$ cat src/sv/blphi_pkg.sv
package blphi_pkg;
    localparam int LEVEL_W = 12;
    localparam logic signed [11:0] LEVEL_MIN = -12'sd1280;
    localparam logic signed [11:0] LEVEL_MAX = 12'sd0;
    localparam logic signed [11:0] FLOOR_MIN = -12'sd1280;
    localparam logic signed [11:0] FLOOR_MAX = -12'sd310;
    localparam logic signed [11:0] FLOOR_RESET = -12'sd1000;
    localparam logic signed [11:0] CEIL_LEVEL = -12'sd300;
    localparam int MAX_BANDS = 8;

    typedef logic signed [LEVEL_W-1:0] level_t;
endpackage

$ cat src/sv/blphi_div.sv
module blphi_div (
    input  logic clk,
    input  logic rst_n,
    input  logic start,
    input  logic [11:0] num,
    input  logic [11:0] den,
    output logic done,
    output logic [16:0] quo
);
    import blphi_pkg::*;
    // restoring divide of num<<16 by den, one bit per cycle, num < den
    logic [4:0]  cnt_reg, cnt_next;
    logic        busy_reg, busy_next;
    logic [12:0] rem_reg, rem_next;
    logic [16:0] q_reg, q_next;
    logic [27:0] sh_reg, sh_next;
    logic [11:0] den_reg, den_next;
    logic        done_reg, done_next;
    logic [12:0] trial;

    assign done = done_reg;
    assign quo = q_reg;

    always_comb
    begin
        cnt_next = cnt_reg;
        busy_next = busy_reg;
        rem_next = rem_reg;
        q_next = q_reg;
        sh_next = sh_reg;
        den_next = den_reg;
        done_next = 1'b0;
        trial = {rem_reg[11:0], sh_reg[27]};
        if (start)
        begin
            busy_next = 1'b1;
            cnt_next = 5'd28;
            rem_next = '0;
            q_next = '0;
            sh_next = {num, 16'd0};
            den_next = den;
        end
        else if (busy_reg)
        begin
            sh_next = {sh_reg[26:0], 1'b0};
            if (trial >= {1'b0, den_reg})
            begin
                rem_next = trial - {1'b0, den_reg};
                q_next = {q_reg[15:0], 1'b1};
            end
            else
            begin
                rem_next = trial;
                q_next = {q_reg[15:0], 1'b0};
            end
            cnt_next = cnt_reg - 5'd1;
            if (cnt_reg == 5'd1)
            begin
                busy_next = 1'b0;
                done_next = 1'b1;
            end
        end
    end

    always_ff @(posedge clk or negedge rst_n)
    begin
        if (!rst_n)
        begin
            cnt_reg <= '0;
            busy_reg <= 1'b0;
            done_reg <= 1'b0;
        end
        else
        begin
            cnt_reg <= cnt_next;
            busy_reg <= busy_next;
            done_reg <= done_next;
        end
    end

    always_ff @(posedge clk)
    begin
        rem_reg <= rem_next;
        q_reg <= q_next;
        sh_reg <= sh_next;
        den_reg <= den_next;
    end
endmodule

$ cat src/sv/blphi_sqrt.sv
module blphi_sqrt (
    input  logic clk,
    input  logic rst_n,
    input  logic start,
    input  logic [32:0] x,
    output logic done,
    output logic [16:0] root
);
    import blphi_pkg::*;
    // bitwise integer root, one result bit per cycle
    logic [33:0] x_reg, x_next;
    logic [33:0] res_reg, res_next;
    logic [33:0] bit_reg, bit_next;
    logic        busy_reg, busy_next;
    logic        done_reg, done_next;
    logic [33:0] t;

    assign done = done_reg;
    assign root = res_reg[16:0];

    always_comb
    begin
        x_next = x_reg;
        res_next = res_reg;
        bit_next = bit_reg;
        busy_next = busy_reg;
        done_next = 1'b0;
        t = res_reg + bit_reg;
        if (start)
        begin
            x_next = {1'b0, x};
            res_next = '0;
            bit_next = 34'h1 << 32;
            busy_next = 1'b1;
        end
        else if (busy_reg)
        begin
            if (x_reg >= t)
            begin
                x_next = x_reg - t;
                res_next = (res_reg >> 1) + bit_reg;
            end
            else
            begin
                res_next = res_reg >> 1;
            end
            bit_next = bit_reg >> 2;
            if (bit_reg[0])
            begin
                busy_next = 1'b0;
                done_next = 1'b1;
            end
        end
    end

    always_ff @(posedge clk or negedge rst_n)
    begin
        if (!rst_n)
        begin
            busy_reg <= 1'b0;
            done_reg <= 1'b0;
        end
        else
        begin
            busy_reg <= busy_next;
            done_reg <= done_next;
        end
    end

    always_ff @(posedge clk)
    begin
        x_reg <= x_next;
        res_reg <= res_next;
        bit_reg <= bit_next;
    end
endmodule

$ cat src/sv/band_level_peak_hold_index.sv
// Round-robin band level meter. Each accepted sample becomes the level of the
// current band; every band's peak hold is then updated (rise at once, else
// decay by one tenth of a dB, never below the level) and one result per band
// is sent in ascending order, the last carrying the RMS occupancy index in
// tenths of percent. Levels and peaks sit in one synchronous memory that is
// swept twice per item (update, then readout). Each band's normalization
// runs through a one-bit-per-cycle divider and the index through a bit-serial
// root, and an output stall holds the readout; no new sample is accepted
// until the last result is taken. The memory has a clearing pass over all
// bands after reset before the first item is accepted.
module band_level_peak_hold_index #(
    parameter int NUM_BANDS = 7
) (
    input  logic clk,
    input  logic rst_n,
    input  logic in_valid,
    output logic in_stall,
    input  logic signed [11:0] sample_level,
    input  logic cfg_valid,
    output logic cfg_ready,
    input  logic [2:0] cfg_index,
    input  logic [11:0] cfg_data,
    output logic out_valid,
    input  logic out_stall,
    output logic [2:0] band_index,
    output logic signed [11:0] band_level,
    output logic signed [11:0] band_peak,
    output logic [9:0] occupancy_index,
    output logic is_last
);
    import blphi_pkg::*;

    localparam int BW = (NUM_BANDS > 1) ? $clog2(NUM_BANDS) : 1;
    localparam logic [BW-1:0] LAST_BAND = BW'(NUM_BANDS - 1);
    // mean by reciprocal multiply, exact for sums below 2^20
    localparam logic [23:0] MEAN_RECIP = 24'((32'd8388608 + NUM_BANDS - 1) / NUM_BANDS);

    localparam logic [3:0] S_CLR = 4'd0, S_IDLE = 4'd1, S_RD = 4'd2,
        S_UPD = 4'd3, S_DIVW = 4'd5, S_MUL = 4'd6, S_MEAN = 4'd7,
        S_SQW = 4'd8, S_ORD = 4'd9, S_OUT = 4'd11;

    logic [3:0] state_reg, state_next;
    logic [BW-1:0] ptr_reg, ptr_next;
    logic [BW-1:0] band_reg, band_next;
    logic signed [11:0] smp_reg, smp_next;
    logic [19:0] sum_reg, sum_next;
    logic [16:0] norm_reg, norm_next;
    logic [9:0] occ_reg, occ_next;
    logic signed [11:0] floor_reg [MAX_BANDS];

    logic [23:0] mem [NUM_BANDS];
    logic [23:0] rd_data;
    logic        we;
    logic [BW-1:0] wa, ra;
    logic [23:0] wd;

    logic signed [11:0] lvl_m, pk_m, lvl_new, pk_new, pk_dec, fl;
    logic signed [12:0] num, den;
    logic div_start, div_done, sq_start, sq_done;
    logic [16:0] quo, root;
    logic [33:0] sqr;
    logic [43:0] mean_prod;
    logic [16:0] mean;
    logic [26:0] occ_full;

    assign cfg_ready = 1'b1;

    always_ff @(posedge clk or negedge rst_n)
    begin
        if (!rst_n)
        begin
            for (int i = 0; i < MAX_BANDS; i++)
                floor_reg[i] <= FLOOR_RESET;
        end
        else if (cfg_valid)
        begin
            floor_reg[cfg_index] <= cfg_data;
        end
    end

    always_ff @(posedge clk)
    begin
        if (we)
            mem[wa] <= wd;
        rd_data <= mem[ra];
    end

    assign lvl_m = rd_data[23:12];
    assign pk_m  = rd_data[11:0];

    always_comb
    begin
        lvl_new = (band_reg == ptr_reg) ? smp_reg : lvl_m;
        pk_dec = pk_m - 12'sd1;
        if (lvl_new > pk_m)
            pk_new = lvl_new;
        else if (pk_dec < lvl_new)
            pk_new = lvl_new;
        else
            pk_new = pk_dec;
        fl = floor_reg[band_reg];
        if (fl < FLOOR_MIN)
            fl = FLOOR_MIN;
        else if (fl > FLOOR_MAX)
            fl = FLOOR_MAX;
        num = 13'(lvl_new) - 13'(fl);
        den = 13'(CEIL_LEVEL) - 13'(fl);
    end

    blphi_div u_div (
        .clk(clk), .rst_n(rst_n), .start(div_start),
        .num(num[11:0]), .den(den[11:0]), .done(div_done), .quo(quo)
    );

    assign mean_prod = 44'(sum_reg) * 44'(MEAN_RECIP);
    assign mean = mean_prod[39:23];

    blphi_sqrt u_sqrt (
        .clk(clk), .rst_n(rst_n), .start(sq_start),
        .x(33'(mean) << 16), .done(sq_done), .root(root)
    );

    assign occ_full = 27'(root) * 27'd1000;

    always_comb
    begin
        state_next = state_reg;
        ptr_next = ptr_reg;
        band_next = band_reg;
        smp_next = smp_reg;
        sum_next = sum_reg;
        norm_next = norm_reg;
        occ_next = occ_reg;
        we = 1'b0;
        wa = band_reg;
        wd = {lvl_new, pk_new};
        ra = band_reg;
        div_start = 1'b0;
        sq_start = 1'b0;
        sqr = 34'(norm_reg) * 34'(norm_reg);
        unique case (state_reg)
            S_CLR:
            begin
                we = 1'b1;
                wd = {FLOOR_RESET, FLOOR_RESET};
                band_next = band_reg + BW'(1);
                if (band_reg == LAST_BAND)
                begin
                    band_next = '0;
                    state_next = S_IDLE;
                end
            end
            S_IDLE:
            begin
                if (in_valid)
                begin
                    smp_next = (sample_level < LEVEL_MIN) ? LEVEL_MIN :
                        ((sample_level > LEVEL_MAX) ? LEVEL_MAX : sample_level);
                    band_next = '0;
                    sum_next = '0;
                    state_next = S_RD;
                end
            end
            S_RD: state_next = S_UPD;
            S_UPD:
            begin
                we = 1'b1;
                if (num <= 13'sd0)
                begin
                    norm_next = '0;
                    state_next = S_MUL;
                end
                else if (num >= den)
                begin
                    norm_next = 17'h10000;
                    state_next = S_MUL;
                end
                else
                begin
                    div_start = 1'b1;
                    state_next = S_DIVW;
                end
            end
            S_DIVW:
            begin
                if (div_done)
                begin
                    norm_next = quo;
                    state_next = S_MUL;
                end
            end
            S_MUL:
            begin
                sum_next = sum_reg + 20'(sqr[33:16]);
                if (band_reg == LAST_BAND)
                begin
                    if (ptr_reg == LAST_BAND)
                        ptr_next = '0;
                    else
                        ptr_next = ptr_reg + BW'(1);
                    state_next = S_MEAN;
                end
                else
                begin
                    band_next = band_reg + BW'(1);
                    state_next = S_RD;
                end
            end
            S_MEAN:
            begin
                sq_start = 1'b1;
                state_next = S_SQW;
            end
            S_SQW:
            begin
                if (sq_done)
                begin
                    occ_next = occ_full[25:16];
                    band_next = '0;
                    state_next = S_ORD;
                end
            end
            S_ORD:
            begin
                state_next = S_OUT;
            end
            S_OUT:
            begin
                if (!out_stall)
                begin
                    if (band_reg == LAST_BAND)
                        state_next = S_IDLE;
                    else
                    begin
                        band_next = band_reg + BW'(1);
                        state_next = S_ORD;
                    end
                end
            end
            default: state_next = S_IDLE;
        endcase
    end

    assign in_stall = (state_reg != S_IDLE);
    assign out_valid = (state_reg == S_OUT);
    assign band_index = 3'(band_reg);
    assign band_level = lvl_m;
    assign band_peak = pk_m;
    assign is_last = (band_reg == LAST_BAND);
    assign occupancy_index = is_last ? occ_reg : 10'd0;

    always_ff @(posedge clk or negedge rst_n)
    begin
        if (!rst_n)
        begin
            state_reg <= S_CLR;
            ptr_reg <= '0;
            band_reg <= '0;
        end
        else
        begin
            state_reg <= state_next;
            ptr_reg <= ptr_next;
            band_reg <= band_next;
        end
    end

    always_ff @(posedge clk)
    begin
        smp_reg <= smp_next;
        sum_reg <= sum_next;
        norm_reg <= norm_next;
        occ_reg <= occ_next;
    end
endmodule

$ cat config.mk
export PLATFORM = sky130hd
export DESIGN_NAME = band_level_peak_hold_index
export DESIGN_NICKNAME = d
export VERILOG_FILES = /design/src/sv/blphi_pkg.sv /design/src/sv/blphi_div.sv /design/src/sv/blphi_sqrt.sv /design/src/sv/band_level_peak_hold_index.sv
export SDC_FILE = /design/constraint.sdc
export NUM_CORES = 2
export LEC_CHECK = 0
export ABC_AREA = 0
export BUFFER_PORTS_ARGS = -buffer_cell sky130_fd_sc_hd__buf_2
export CAP_MARGIN = 40
export CORE_MARGIN = 2
export CORE_UTILIZATION = 64
export CTS_BUF_LIST = sky130_fd_sc_hd__clkbuf_8 sky130_fd_sc_hd__clkbuf_16
export DETAILED_ROUTE_END_ITERATION = 16
export PLACE_DENSITY = 0.9
export SKIP_CTS_REPAIR_TIMING = 1
export SLEW_MARGIN = 5
export SYNTH_ARGS = -nofsm -noshare
export SYNTH_HDL_FRONTEND = slang
export SYNTH_SLANG_ARGS = --single-unit
export TNS_END_PERCENT = 50
$ cat constraint.sdc
create_clock -name clk -period 18.9 [get_ports clk]
set_input_delay 3.78 -clock clk [delete_from_list [all_inputs] [get_ports clk]]
set_output_delay 3.78 -clock clk [all_outputs]
set_load 0.02 [all_outputs]
== Word-level counts from Yosys, hierarchy flattened ==
Memories as Yosys holds them, arrays and structs flattened. A register that Yosys moved wholly into a read port is not among the register bits.
Index checks and enable logic that the tools add are counted.
Operators by class
  add/sub/neg operators: 11
  multipliers: 3
  reductions and logical operators: 19
  magnitude comparators: 13
  mux-type cells: 66
  bitwise gates (word level): 2
  eq/ne operators: 20
Operators with widths (number)
  12-bit 2-to-1 mux: 10
  33-bit 2-to-1 mux: 3
  96-bit bitwise mux: 1
  28-bit 2-to-1 mux: 2
  17-bit 2-to-1 mux: 3
  20-bit by 21-bit multiplier with 40-bit output (second input constant): 1
  20-bit one-hot mux with 2 select lines: 1
  4-bit one-hot mux with 10 select lines: 1
  12-bit binary-select mux with 3-bit select: 1
  12-bit demux with 3-bit select: 1
  33-bit by 33-bit adder with 34-bit output: 1
  34-bit by 33-bit adder with 34-bit output: 1
  34-bit greater-or-equal comparator: 1
  17-bit by 17-bit multiplier with 34-bit output: 1
  34-bit 2-to-1 mux: 1
  17-bit one-hot mux with 2 select lines: 1
  34-bit subtractor: 1
  12-bit < comparator (second input constant): 2
  24-bit 2-to-1 mux: 1
  4-bit 2-to-1 mux: 6
  17-bit by 7-bit multiplier with 23-bit output (second input constant): 1
  3-bit 2-to-1 mux: 7
  20-bit by 18-bit adder with 20-bit output: 1
  1-bit 2-to-1 mux: 20
  41 further kinds: 65
Word-level totals
  memories kept: 1
  bits in writable memories: 168
  word-level logic and storage cells: 164
  register bits: 312
Memories
  mem: depth 7, width 24, rd ports 1, clocked after memory_dff 1, wr ports 1, line band_level_peak_hold_index.sv:51  | logic [23:0] mem [NUM_BANDS];

== Depth between registers and ports, before layout ==
  word-level depth: 13
  depth in mapped cells: 35
  mapped depth without buffers: 34

== Modules after synthesis ==
Synthesis repeated with hierarchy kept, for this count alone.
Unflattened totals
  cells, all modules: 4020
  area, all modules: 41995.3 um2
By module, submodules not included
  band_level_peak_hold_index: cells an instance 2829, area an instance 31581.5 um2, times used 1, sequential area each 9989.6 um2
  blphi_sqrt: cells an instance 909, area an instance 7445.9 um2, times used 1, sequential area each 2082.0 um2
  blphi_div: cells an instance 282, area an instance 2967.8 um2, times used 1, sequential area each 1476.4 um2

== Worst setup path before layout ==
Ideal clock, no wire load.
  kind: register to register
  from: register norm_reg[2]
  to: register sum_reg[19] (data pin)
  data required time: 18765 ps
  arrival: 8333 ps
  setup slack: 10432 ps
  cell stages (with the launch flop): 33
  path through: edfxtp_1 clkbuf_1 clkbuf_1 nand2_1 inv_1 fa_1 inv_1 fa_1 fa_1 inv_1 fa_1 fa_1 inv_1 fa_1 inv_1 ha_1 or4_1 o41ai_1 a22oi_1 a221o_1 a21oi_1 inv_1 a31o_2 xor2_1 ha_1 and2_1 a31o_2 a211oi_1 o21ai_0 nand4_1 a311oi_1 or4b_2 nand3_1
On the way
  longest elaborated chain between the ends: 3
Ends and longest elaborated chain
  start: declaration: line band_level_peak_hold_index.sv:47  | logic [16:0] norm_reg, norm_next;
  start signal: assignment: line band_level_peak_hold_index.sv:272  | norm_reg <= norm_next;
  17-bit by 17-bit multiplier with 34-bit output: line band_level_peak_hold_index.sv:140  | sqr = 34'(norm_reg) * 34'(norm_reg);
  20-bit by 18-bit adder with 20-bit output: line band_level_peak_hold_index.sv:194  | sum_next = sum_reg + 20'(sqr[33:16]);
  20-bit one-hot mux with 2 select lines: line band_level_peak_hold_index.sv:141  | unique case (state_reg)
  end signal: assignment: line band_level_peak_hold_index.sv:271  | sum_reg <= sum_next;
  end: declaration: line band_level_peak_hold_index.sv:46  | logic [19:0] sum_reg, sum_next;
No other way between the ends.
A chain may end at the register's enable or synchronous reset.

== Worst setup path after layout ==
  from: register norm_reg[3]
  to: register sum_reg[19] (data pin)
The elaborated chain is that of the path after synthesis.

==> load_flow_metrics.sql <==
INSERT INTO impl_metrics (metric_group, metric, value, unit) VALUES
('cells_and_area', 'layout-drive-gt1-share', '0.106', ''),
('critical_path', 'worst_path_slowest_cell', 'edfxtp_1', ''),
('placement', 'placement.io_buffers', '71', ''),
('sta', 'period_minus_slack', '9.21', 'ns'),
('die', 'fp-row-count', '93', ''),
('die', 'die_width', '259', 'um'),
('placement', 'routabilityCongestion', '0.954', ''),
('clock_network', 'clock_tree_from_tritoncts', 'yes', ''),
('yosys', 'synth_edf_count', '268', ''),
('routing', 'firstDrtPassIters', '6', ''),
('sta', 'relSlewSlack', '0.314', ''),
('sta', 'max_clock_freq', '109', 'MHz'),
('hold_path', 'min-delay-start', 'u_sqrt.x_reg[7]', ''),
('die', 'coreArea', '64500', 'sq um'),
('yosys', 'synth-warning-count', '0', ''),
('cells_and_area', 'largest_reg_flops', '168', ''),
('cells_and_area', 'fin_area', '44800', 'sq um'),
('yosys', 'synth.lib_cells_used.distinct', '88', ''),
('clock_network', 'cts_buffers', '52', ''),
('yosys', 'synth-seq-area-share', '0.321', ''),
('yosys', 'post_synth_main_area_contributors', 'edfxtp_1 (19%), fa_1 (15%), ha_1 (14%)', ''),
('cells_and_area', 'final_cells', '4949', ''),
('sta', 'slew_viol_final', '0', ''),
('critical_path', 'critical_path.n_buffers_inverters', '6', ''),
('global_route', 'global_route.overflow_total', '0', ''),
('critical_path', 'path_class', 'reg -> reg', ''),
('clock_network', 'clk_transition_reported_paths', '0.07', 'ns'),
('critical_path', 'critPathCaptureType', 'register', ''),
('sta', 'worst_clock_skew', '0.0618', 'ns'),
('sta', 'timing.setup.tns', '0', 'ns'),
('critical_path', 'critical_path_peak_fanout', '17', ''),
('clock_network', 'htree_num_levels', '2', ''),
('routing', 'iteration_0_drc_count_of_the_detailed_router', '2704', ''),
('job', 'drv.max_cap_violation_count', '0', ''),
('die', 'initial_util', '0.647', ''),
('routing', 'detail_route.wl_per_cell', '19.5', 'um'),
('critical_path', 'r2r-start', 'norm_reg[3]', ''),
('clock_network', 'clock-sinks', '504', ''),
('critical_path', 'timing.reg2reg.worst_path_depth', '30', ''),
('hold_path', 'number_of_cells_on_the_worst_hold_path', '2', ''),
('placement', 'dp_cells', '4849', ''),
('placement', 'post-dp-hpwl', '70600', 'um'),
('critical_path', 'critPathArrivalTime', '9.68', 'ns'),
('routing', 'total_wirelength', '96600', 'um'),
('hold_path', 'min_delay_worst_endpoint', 'u_sqrt.x_reg[7]', ''),
('clock_network', 'max-clock-path-buffers', '3', ''),
('placement', 'post_dp_cell_area', '43100', 'sq um'),
('routing', 'dr_total_vias', '30201', ''),
('cells_and_area', 'area_growth_syn_to_layout', '7.44', '%'),
('routing', 'route.detailed.drc', '0', ''),
('global_route', 'vias_in_the_first_global_route', '31319', ''),
('cells_and_area', 'final_net_count', '4870', ''),
('yosys', 'synth_largest_area_cell', 'edfxtp_1', ''),
('sta', 'worst_slew_pin_slew', '1.03', 'ns'),
('die', 'floorplan.die_area', '67300', 'sq um'),
('clock_network', 'cts_root_buf', 'clkbuf_16', ''),
('yosys', 'synth_async_sr_flop_share', '0.228', ''),
('critical_path', 'timing.rr.end', 'sum_reg[19]', ''),
('yosys', 'dominantRegCellSynth', 'edfxtp_1', ''),
('status', 'run_status', 'finished, final reports clean', ''),
('critical_path', 'element_type_at_the_critical_path_start', 'register', ''),
('sta', 'unrepaired_setup_endpoints_after_global_routing', 'no', ''),
('critical_path', 'critPathRequiredTime', '19.37', 'ns'),
('yosys', 'most_frequent_cell_after_synthesis', 'inv_1', ''),
('yosys', 'ys_ff_latch', '504', ''),
('die', 'floorplan.io_pins', '73', ''),
('global_route', 'grt_max_degree', '69', ''),
('sta', 'finalSetupViolations', '0', ''),
('critical_path', 'cpPeakStageDelay', '0.64', 'ns'),
('hold_path', 'worstHoldPathType', 'reg -> reg', ''),
('clock_network', 'clkLatencyLatePin', '0.64', 'ns');
[stage by stage]
stage / setup WS (ns) / hold WS [ns] / utilization
global route: 9.15 / 0.475 / 0.696
floorplan: 10.43 / 0.428 / -
global placement: 9.99 / 0.435 / 0.666
detailed placement: 9.81 / 0.451 / 0.668
CTS: 9.76 / 0.459 / 0.695
finish: 9.69 / 0.457 / 0.696
[layer usage]
layer | track usage | routed length [um] | up-vias
li1 | - | - | 13889
met1 | 0.374 | 38300 | 14754
met2 | 0.496 | 47500 | 1263
met3 | 0.0442 | 7180 | 293
met4 | 0.104 | 3530 | 2
met5 | 0 | 13 | -
[final cells by class]
| cell class | instances | area, sq um |
|---|---|---|
| antenna | 1 | 2.50 |
| clock buffer | 61 | 1440 |
| clock inverter | 37 | 337 |
| fill | 4360 | 19600 |
| inverter | 549 | 2060 |
| multi-input combinational | 2834 | 25900 |
| sequential | 504 | 13400 |
| tap | 855 | 1070 |
| timing repair buffer | 108 | 686 |
[layout by cell type (no fill, tap or decap), drive strengths merged, types with 11 or more instances in the layout]
cell type,synthesis,routed
a211oi,40,40
a21o,46,46
a21oi,166,166
a221oi,12,12
a22oi,19,19
a31oi,43,43
and2,79,79
and3,44,44
buf,37,107
clkbuf,94,61
clkinv,1,16
dfrtp,83,83
dfstp,32,32
dfxtp,121,121
edfxtp,268,268
fa,320,320
ha,469,469
inv,548,564
mux2,140,140
mux2i,116,116
mux4,16,16
nand2,269,269
nand2b,25,25
nand3,41,41
nand4,31,31
nor2,253,253
nor2b,47,47
nor3,59,59
nor4,11,11
o211ai,12,12
o21a,28,28
o21ai,146,146
o21bai,24,24
o221ai,11,11
o22ai,15,15
or2,16,16
xnor2,116,116
xor2,76,76
[worst max-delay path by stage]
stage	slack, ns	depth (start not counted)	endpoint	start
finish	9.69	30	sum_reg[19]	norm_reg[3]
global route	9.15	31	u_div.sh_reg[26]	band_index[0]
CTS	9.76	30	sum_reg[19]	norm_reg[10]
detailed placement	9.81	30	sum_reg[19]	norm_reg[10]
global placement	9.99	30	sum_reg[19]	norm_reg[10]
floorplan	10.43	32	sum_reg[19]	norm_reg[2]
[tightest hold or removal path: stages, from the launching register on]
cell and delay [ns]:
dfxtp_1 0.31, nand2_1 0.05, a21oi_1 0.05
[logic make-up after synthesis]
family,after synthesis,synth area share
compound gates,666,0.104
xor+xnor,192,0.0403
fa+ha+maj,789,0.294
buf+inv,680,0.0622
flops,504,0.321
mux,272,0.0750
other cells,2,0.000180
simple gates,908,0.103
Power is left out: the tool's default activity adds up to more than one toggle a clock period on the data nets, which glitch-free logic cannot reach.
